===== config.mk =====
export PLATFORM = sky130hd
export DESIGN_NAME = sparse_bitset_table_flat
export DESIGN_NICKNAME = d
export VERILOG_FILES = /design/src/design/sbt_pkg.sv /design/src/design/sbt_req_if.sv /design/src/design/sbt_rsp_if.sv /design/src/design/sbt_ram.sv /design/src/design/sbt_ctrl.sv /design/src/design/sbt_dp.sv /design/src/design/sparse_bitset_table.sv /design/src/flat_wrapper.sv
export SDC_FILE = /design/constraint.sdc
export NUM_CORES = 1
export LEC_CHECK = 0
export BUFFER_PORTS_ARGS = -buffer_cell sky130_fd_sc_hd__buf_2
export CORE_ASPECT_RATIO = 0.8
export CORE_MARGIN = 4
export CORE_UTILIZATION = 39
export DETAILED_ROUTE_END_ITERATION = 8
export PLACE_DENSITY = 0.56
export SYNTH_ARGS = -nofsm -noshare
export SYNTH_HDL_FRONTEND = slang
export SYNTH_SLANG_ARGS = --single-unit
export TNS_END_PERCENT = 20

===== constraint.sdc =====
create_clock -name clk -period 5.2 [get_ports clk]
set_input_delay 0 -clock clk [delete_from_list [all_inputs] [get_ports clk]]
set_output_delay 0 -clock clk [all_outputs]
set_load 0.005 [all_outputs]

===== src/design/sbt_pkg.sv =====
package sbt_pkg;

	localparam int WORD_W  = 32;
	localparam int SEL_W   = 5;
	localparam int TAG_W   = 27;
	localparam int CMD_W   = 2;
	localparam int COUNT_W = 5;

	localparam logic [CMD_W-1:0] CMD_TEST  = 2'd0;
	localparam logic [CMD_W-1:0] CMD_SET   = 2'd1;
	localparam logic [CMD_W-1:0] CMD_CLEAR = 2'd2;

	localparam logic STATUS_DONE = 1'b0;
	localparam logic STATUS_FULL = 1'b1;

	typedef enum logic [1:0] {
		ST_IDLE,
		ST_SCAN,
		ST_UPDATE
	} state_t;

	typedef struct packed {
		logic load;
		logic step;
		logic commit;
	} ctrl_cmd_t;

	typedef struct packed {
		logic scan_done;
	} dp_stat_t;

endpackage


===== src/design/sbt_req_if.sv =====
interface sbt_req_if;
	logic                       valid;
	logic                       ready;
	logic [sbt_pkg::CMD_W-1:0]  cmd;
	logic [sbt_pkg::WORD_W-1:0] bit_index;

	modport source (output valid, output cmd, output bit_index, input ready);
	modport sink   (input valid, input cmd, input bit_index, output ready);
endinterface


===== src/design/sbt_rsp_if.sv =====
interface sbt_rsp_if;
	logic                        valid;
	logic                        ready;
	logic                        bit_value;
	logic                        status;
	logic [sbt_pkg::COUNT_W-1:0] entries_used;

	modport source (output valid, output bit_value, output status, output entries_used,
		input ready);
	modport sink   (input valid, input bit_value, input status, input entries_used,
		output ready);
endinterface


===== src/design/sbt_ram.sv =====
module sbt_ram #(
	parameter int WIDTH = 8,
	parameter int DEPTH = 16,
	parameter int AW    = (DEPTH > 1) ? $clog2(DEPTH) : 1
) (
	input  logic             clk,
	input  logic             we,
	input  logic [AW-1:0]    waddr,
	input  logic [WIDTH-1:0] wdata,
	input  logic             re,
	input  logic [AW-1:0]    raddr,
	output logic [WIDTH-1:0] rdata
);

	logic [WIDTH-1:0] mem_q [DEPTH];

	always_ff @(posedge clk) begin
		if (we) begin
			mem_q[waddr] <= wdata;
		end
		if (re) begin
			rdata <= mem_q[raddr];
		end
	end

endmodule


===== src/design/sbt_ctrl.sv =====
module sbt_ctrl (
	input  logic               clk,
	input  logic               arst_n,
	input  logic               req_valid,
	output logic               req_ready,
	output logic               rsp_valid,
	input  logic               rsp_ready,
	output sbt_pkg::ctrl_cmd_t cmd,
	input  sbt_pkg::dp_stat_t  stat
);
	import sbt_pkg::*;

	state_t state_q;
	state_t state_d;
	logic   out_vld_q;
	logic   slot_free;

	assign slot_free = !out_vld_q || rsp_ready;

	always_comb begin
		state_d = state_q;
		case (state_q)
			ST_IDLE: begin
				if (req_valid) begin
					state_d = ST_SCAN;
				end
			end
			ST_SCAN: begin
				if (stat.scan_done) begin
					state_d = ST_UPDATE;
				end
			end
			ST_UPDATE: begin
				if (slot_free) begin
					state_d = ST_IDLE;
				end
			end
			default: state_d = ST_IDLE;
		endcase
	end

	always_comb begin
		req_ready  = 1'b0;
		cmd.load   = 1'b0;
		cmd.step   = 1'b0;
		cmd.commit = 1'b0;
		case (state_q)
			ST_IDLE: begin
				req_ready = 1'b1;
				cmd.load  = req_valid;
			end
			ST_SCAN: begin
				cmd.step = 1'b1;
			end
			ST_UPDATE: begin
				cmd.commit = slot_free;
			end
			default: ;
		endcase
	end

	always_ff @(posedge clk or negedge arst_n) begin
		if (!arst_n) begin
			state_q   <= ST_IDLE;
			out_vld_q <= 1'b0;
		end else begin
			state_q <= state_d;
			if (cmd.commit) begin
				out_vld_q <= 1'b1;
			end else if (rsp_ready) begin
				out_vld_q <= 1'b0;
			end
		end
	end

	assign rsp_valid = out_vld_q;

	// a new result never overwrites one still waiting
	a_commit_slot: assert property (@(posedge clk) disable iff (!arst_n)
		cmd.commit |-> (!out_vld_q || rsp_ready))
		else $error("result overwritten before taken");

	a_load_scan: assert property (@(posedge clk) disable iff (!arst_n)
		cmd.load |=> (state_q == ST_SCAN) && !req_ready)
		else $error("request accepted without scan");

endmodule


===== src/design/sbt_dp.sv =====
module sbt_dp #(
	parameter int TABLE_ENTRIES = 16
) (
	input  logic                        clk,
	input  logic                        arst_n,
	input  sbt_pkg::ctrl_cmd_t          cmd,
	output sbt_pkg::dp_stat_t           stat,
	input  logic [sbt_pkg::CMD_W-1:0]   req_cmd,
	input  logic [sbt_pkg::WORD_W-1:0]  req_bit_index,
	output logic                        bit_value,
	output logic                        status,
	output logic [sbt_pkg::COUNT_W-1:0] entries_used
);
	import sbt_pkg::*;

	localparam int CW = $clog2(TABLE_ENTRIES + 1);
	localparam int AW = (TABLE_ENTRIES > 1) ? $clog2(TABLE_ENTRIES) : 1;
	localparam int RW = TAG_W + WORD_W;
	localparam logic [CW-1:0] FULL_CNT = CW'(TABLE_ENTRIES);

	logic [CMD_W-1:0]  cmd_q;
	logic [TAG_W-1:0]  tag_q;
	logic [SEL_W-1:0]  sel_q;
	logic [CW-1:0]     fill_q;
	logic [CW-1:0]     rd_ptr_q;
	logic              rd_vld_q;
	logic [AW-1:0]     rd_addr_q;
	logic              hit_q;
	logic [AW-1:0]     hit_pos_q;
	logic [WORD_W-1:0] hit_bits_q;
	logic              bit_value_q;
	logic              status_q;

	logic [RW-1:0]     rd_data;
	logic [RW-1:0]     wr_data;
	logic [AW-1:0]     wr_addr;
	logic              wr_en;
	logic              match;
	logic              issue;
	logic              is_wr;
	logic              full;
	logic [WORD_W-1:0] mask;
	logic [WORD_W-1:0] base;
	logic [WORD_W-1:0] new_bits;
	logic [CW+COUNT_W-1:0] fill_ext;

	assign match = rd_vld_q && (rd_data[RW-1:WORD_W] == tag_q);
	assign issue = cmd.step && (rd_ptr_q != fill_q) && !match;
	assign stat.scan_done = match || ((rd_ptr_q == fill_q) && !rd_vld_q);

	assign mask     = WORD_W'(1) << sel_q;
	assign base     = hit_q ? hit_bits_q : '0;
	assign new_bits = (cmd_q == CMD_SET) ? (base | mask) : (base & ~mask);
	assign is_wr    = (cmd_q == CMD_SET) || (cmd_q == CMD_CLEAR);
	assign full     = !hit_q && (fill_q == FULL_CNT);
	assign wr_en    = cmd.commit && is_wr && !full;
	assign wr_addr  = hit_q ? hit_pos_q : fill_q[AW-1:0];
	assign wr_data  = {tag_q, new_bits};

	sbt_ram #(
		.WIDTH (RW),
		.DEPTH (TABLE_ENTRIES),
		.AW    (AW)
	) u_table (
		.clk   (clk),
		.we    (wr_en),
		.waddr (wr_addr),
		.wdata (wr_data),
		.re    (issue),
		.raddr (rd_ptr_q[AW-1:0]),
		.rdata (rd_data)
	);

	always_ff @(posedge clk) begin
		if (cmd.load) begin
			cmd_q <= req_cmd;
			tag_q <= req_bit_index[WORD_W-1:SEL_W];
			sel_q <= req_bit_index[SEL_W-1:0];
		end
		if (issue) begin
			rd_addr_q <= rd_ptr_q[AW-1:0];
		end
		if (match) begin
			hit_pos_q  <= rd_addr_q;
			hit_bits_q <= rd_data[WORD_W-1:0];
		end
		if (cmd.commit) begin
			bit_value_q <= (cmd_q == CMD_TEST) && hit_q && |(hit_bits_q & mask);
			status_q    <= (is_wr && full) ? STATUS_FULL : STATUS_DONE;
		end
	end

	always_ff @(posedge clk or negedge arst_n) begin
		if (!arst_n) begin
			fill_q   <= '0;
			rd_ptr_q <= '0;
			rd_vld_q <= 1'b0;
			hit_q    <= 1'b0;
		end else begin
			if (cmd.load) begin
				rd_ptr_q <= '0;
				rd_vld_q <= 1'b0;
				hit_q    <= 1'b0;
			end else begin
				rd_vld_q <= issue;
				if (issue) begin
					rd_ptr_q <= rd_ptr_q + CW'(1);
				end
				if (match) begin
					hit_q <= 1'b1;
				end
			end
			if (wr_en && !hit_q) begin
				fill_q <= fill_q + CW'(1);
			end
		end
	end

	assign fill_ext     = {{COUNT_W{1'b0}}, fill_q};
	assign bit_value    = bit_value_q;
	assign status       = status_q;
	assign entries_used = fill_ext[COUNT_W-1:0];

	a_fill_range: assert property (@(posedge clk) disable iff (!arst_n)
		fill_q <= FULL_CNT)
		else $error("fill count beyond capacity");

	a_hit_keeps_fill: assert property (@(posedge clk) disable iff (!arst_n)
		(cmd.commit && hit_q) |=> fill_q == $past(fill_q))
		else $error("fill count moved on an existing word");

	a_scan_bound: assert property (@(posedge clk) disable iff (!arst_n)
		rd_ptr_q <= fill_q)
		else $error("scan read beyond filled entries");

endmodule


===== src/design/sparse_bitset_table.sv =====
// Sparse bit set held as a table of 32-bit words, each tagged with its word
// number (bit index >> 5).
// req channel: cmd (0 test, 1 set, 2 clear, 3 ignored) and bit_index.
// rsp channel: one response per request with bit_value (test only),
//   status (1 = table full, request ignored) and entries_used.
// A set or clear of an absent word takes the next free entry as a cleared
// word first; the table never shrinks.
// One request at a time. The tag search reads one entry per cycle from the
// table RAM, filled entries in order, and stops early on a hit; on an empty
// table it ends without a read. The next request can be taken in the cycle
// after the response is loaded.
// The response sits in an output register; req is taken again as soon as
// that register has been loaded, and a stalled rsp only holds the next
// request in its update step until the waiting response is taken.
// Reset empties the table at once (fill count to zero, no clearing pass)
// and drops any pending response.
module sparse_bitset_table #(
	parameter int TABLE_ENTRIES = 16
) (
	input  logic      clk,
	input  logic      arst_n,
	sbt_req_if.sink   req,
	sbt_rsp_if.source rsp
);
	import sbt_pkg::*;

	ctrl_cmd_t ctrl_cmd;
	dp_stat_t  dp_stat;

	sbt_ctrl u_ctrl (
		.clk       (clk),
		.arst_n    (arst_n),
		.req_valid (req.valid),
		.req_ready (req.ready),
		.rsp_valid (rsp.valid),
		.rsp_ready (rsp.ready),
		.cmd       (ctrl_cmd),
		.stat      (dp_stat)
	);

	sbt_dp #(
		.TABLE_ENTRIES (TABLE_ENTRIES)
	) u_dp (
		.clk           (clk),
		.arst_n        (arst_n),
		.cmd           (ctrl_cmd),
		.stat          (dp_stat),
		.req_cmd       (req.cmd),
		.req_bit_index (req.bit_index),
		.bit_value     (rsp.bit_value),
		.status        (rsp.status),
		.entries_used  (rsp.entries_used)
	);

endmodule

===== src/flat_wrapper.sv =====
// flat-port wrapper written by rule: the top's interface ports become plain ports
module sparse_bitset_table_flat import sbt_pkg::*;
#(
	parameter int TABLE_ENTRIES = 16
)
  (clk, arst_n, req_valid, req_cmd, req_bit_index, req_ready, rsp_valid, rsp_bit_value, rsp_status, rsp_entries_used, rsp_ready);
  sbt_req_if req_i ();
  sbt_rsp_if rsp_i ();
  input  logic clk;
  input  logic arst_n;
  input wire logic [$bits(req_i.valid)-1:0] req_valid;
  input wire logic [$bits(req_i.cmd)-1:0] req_cmd;
  input wire logic [$bits(req_i.bit_index)-1:0] req_bit_index;
  output wire logic [$bits(req_i.ready)-1:0] req_ready;
  output wire logic [$bits(rsp_i.valid)-1:0] rsp_valid;
  output wire logic [$bits(rsp_i.bit_value)-1:0] rsp_bit_value;
  output wire logic [$bits(rsp_i.status)-1:0] rsp_status;
  output wire logic [$bits(rsp_i.entries_used)-1:0] rsp_entries_used;
  input wire logic [$bits(rsp_i.ready)-1:0] rsp_ready;
  assign req_i.valid = req_valid;
  assign req_i.cmd = req_cmd;
  assign req_i.bit_index = req_bit_index;
  assign req_ready = req_i.ready;
  assign rsp_valid = rsp_i.valid;
  assign rsp_bit_value = rsp_i.bit_value;
  assign rsp_status = rsp_i.status;
  assign rsp_entries_used = rsp_i.entries_used;
  assign rsp_i.ready = rsp_ready;
  sparse_bitset_table #(.TABLE_ENTRIES(TABLE_ENTRIES)) u_core (.clk(clk), .arst_n(arst_n), .req(req_i), .rsp(rsp_i));
endmodule

==> qor.txt <==
Post-synth top flop: edfxtp_1
Worst-Skew Late Latency: 0.69 ns
Max Clock Skew: 0.0290 ns
post-synthesis cell area: 41800 um2
Crit Path Class: flop to flop
NetSw: 6200 uW
sequential power share: 46.8%
sequential-to-total area share from yosys stat: 78.4%
Mean Syn Cell Area: 23.1 um2
internal power: 17200 uW
Global Route Usage Sum: 17.2%
Initial Util: 39.3%
layout cells sized above 1: 27.3%
initial antenna violation count: 2
Final min period: 3.83 ns
Syn Nets: 1854
Sink Count: 1094
crit path DAT: 4.19 ns
CTS buffer count: 105
first-pass GRT wire length: 140000 um
Gate power share: 20.9%
PortBufs: 46
number of global-route vias before repair: 19681
Routability Congestion: 0.842
Post-Synthesis Cells: 1811
Overall Power: 23400 uW
Reg clk slew, reported paths: 0.06 ns
outcome: finished, final reports clean
P&R area growth vs syn: 14.7%
Hold Crit Class: primary input to flop
Rows: 107
clk root buf: clkbuf_16
CP Capture Type: flop
CP required: 5.55 ns
Clock Tree Buf Depth: 3
final setup vio count: 0
per-cell routed wire length: 27.9 um
asr flop ratio synth: 1.37%
final WL: 97000 um
Layout Nets: 2012
Pwr Density: 489 nW/um2
Max FO, Critical Path: 37
XOR/XNOR share of the synthesized area: 0.754%
post-DP HPWL: 50200 um
main combinational cell family by area after synthesis: multiplexers
peak supply drop: 0.513 mV
#FFs+latches synth: 1094
Slew HR: 14.6%
CTS tree: built
I/O pin count: 47
actual slew at the worst max-slew pin: 1.28 ns
final number of hold-violating endpoints: 0
die area: 113000 um2
Antenna Violating Nets Remaining: 0
Post-synth EDFFs: 1079
width of the die: 374 um
# Post-CTS Setup Buffers: 0
1st-iter DRT viols: 2078
RSZ-0062 raised after global routing: false
Clk pwr share: 32.4%
Ys Warns: 0
Post-Synth Adder-Cell Area: 0.150%
fraction of synthesized area in multiplexers: 16.1%
post-synthesis compound-gate area fraction: 1.01%
global route overflow: 0
leading cell types by count after synthesis: edfxtp_1, mux4_2, nand2_1
Vias: 19198
H-tree levels: 3
drt drc: 0
synth top area cells: edfxtp_1, mux4_2, dfrtp_1
Die Span Y: 301 um
Pins Over Slew Limit: 0
Distinct cells, synth: 54
Filler cells: 8865
post-synth top area cell: edfxtp_1
maximum clock rate: 261 MHz
First-pass DRT Iterations: 5
Tcrit/Tclk final: 73.7%
final core occ: 45.1%
sw frac: 26.5%
setup_tns: 0 ns
type of origin of the critical path: flop
Yosys top cell area share: 77.5%
Max-cap violations: 0
leakage: 0.0150 uW
CORE AREA: 106000 um2
vias per inst: 5.53
simple-gate share of the synthesized area: 2.45%
largest net degree at the start of global routing: 139
top-count cell post-synth: edfxtp_1
[final timing paths]
path / start / end / slack [ns] / cells after the start
max in group asynchronous: arst_n / u_core.u_dp.rd_ptr_q[2] / 4.09 / 3
min in group asynchronous: arst_n / u_core.u_ctrl.rsp_valid / 0.58 / 3
setup / recovery: u_core.u_dp.tag_q[7] / u_core.u_dp.u_table.rdata[5] / 1.37 / 7
hold reg to reg: u_core.u_dp.u_table.rdata[5] / u_core.u_dp.hit_bits_q[5] / 0.41 / 0
hold / removal: req_bit_index[5] / u_core.u_dp.tag_q[0] / 0.05 / 2
setup reg to reg: u_core.u_dp.tag_q[7] / u_core.u_dp.u_table.rdata[5] / 1.37 / 7
[cell families after synthesis]
| logic type | after synthesis |
|---|---|
| AND/OR/NAND/NOR | 211 |
| adder cells (fa/ha/maj) | 5 |
| flip-flops | 1094 |
| buffers and inverters | 105 |
| XOR/XNOR | 36 |
| AO/OA/AOI/OAI | 59 |
| multiplexers | 301 |
[per-stage QoR]
step / instances / cell area (um2) / worst slack, ns / hold WS (ns)
3_3_place_gp: 3228 / 44000 / 1.38 / -0.0735
3_5_place_dp: 3228 / 44000 / 1.32 / -0.0639
4_1_cts: 3473 / 48000 / 1.30 / 0.00742
5_1_grt: 3473 / 48000 / 1.08 / 0.0164
2_1_floorplan: 1811 / 41800 / 1.03 / -0.296
6_report: 3474 / 48000 / 1.37 / 0.0487
[timing repair]
item	in CTS	in global routing
hold buffers	51	0
resized for setup	0	0
endpoints found under the setup margin	0	0
hold endpoints to repair	59	0
[cell type report]
type / instances / area [um2] / area share (%)
sequential: 1094 / 32800 / 68.4
multi-input combinational: 612 / 8680 / 18.1
clock buffer: 128 / 2740 / 5.70
tap: 1417 / 1770 / 3.70
timing repair buffer: 142 / 1250 / 2.61
clock inverter: 66 / 674 / 1.41
inverter: 14 / 53.8 / 0.112
antenna: 1 / 2.50 / 0.00522
[state kept, by name, summed over array words and instances, names as in the netlist, 2 cells and up]
register and count:
u_core.u_ctrl.state_q 2, u_core.u_dp.cmd_q 2, u_core.u_dp.entries_used 5, u_core.u_dp.hit_bits_q 32, u_core.u_dp.hit_pos_q 4, u_core.u_dp.rd_addr_q 4
u_core.u_dp.rd_ptr_q 5, u_core.u_dp.sel_q 5, u_core.u_dp.tag_q 27, u_core.u_dp.u_table.mem_q 944, u_core.u_dp.u_table.rdata 59
[metal layers]
layer | vias to the layer above | wire, um | GRT usage [%]
met4 | 0 | 1510 | 3.33
met1 | 10435 | 42800 | 25.1
li1 | 8009 | - | -
met5 | - | 0 | 0
met2 | 636 | 46800 | 27.6
met3 | 118 | 5860 | 3.32
[cells in the final DEF, fill, tap and decap left out, types with 22 or more instances in the layout]
cell	instances
clkbuf_16	106
nand2_1	77
clkbuf_1	22
buf_2	46
nand3_1	46
clkinv_1	22
edfxtp_1	1079
buf_4	31
mux4_2	292
dlygate4sd3_1	51
[power by group through the flow]
stage	Sequential (uW)	Clock, uW	Combinational, uW
2_1_floorplan	10800	0	3900
3_3_place_gp	11100	0	4980
5_1_grt	11000	8130	5260
4_1_cts	11000	7750	5030
3_5_place_dp	11200	0	4980
6_report	11000	7590	4890
[critical path: stages (launching register included)]
cell and delay [ns]:
edfxtp_1 0.60, xor2_1 0.29, nor4_1 0.41, nand3_1 0.20
nor4_4 0.49, or2_1 0.32, clkinv_2 0.60, buf_4 0.54
Note: power is estimated with default switching activity, not from simulation.
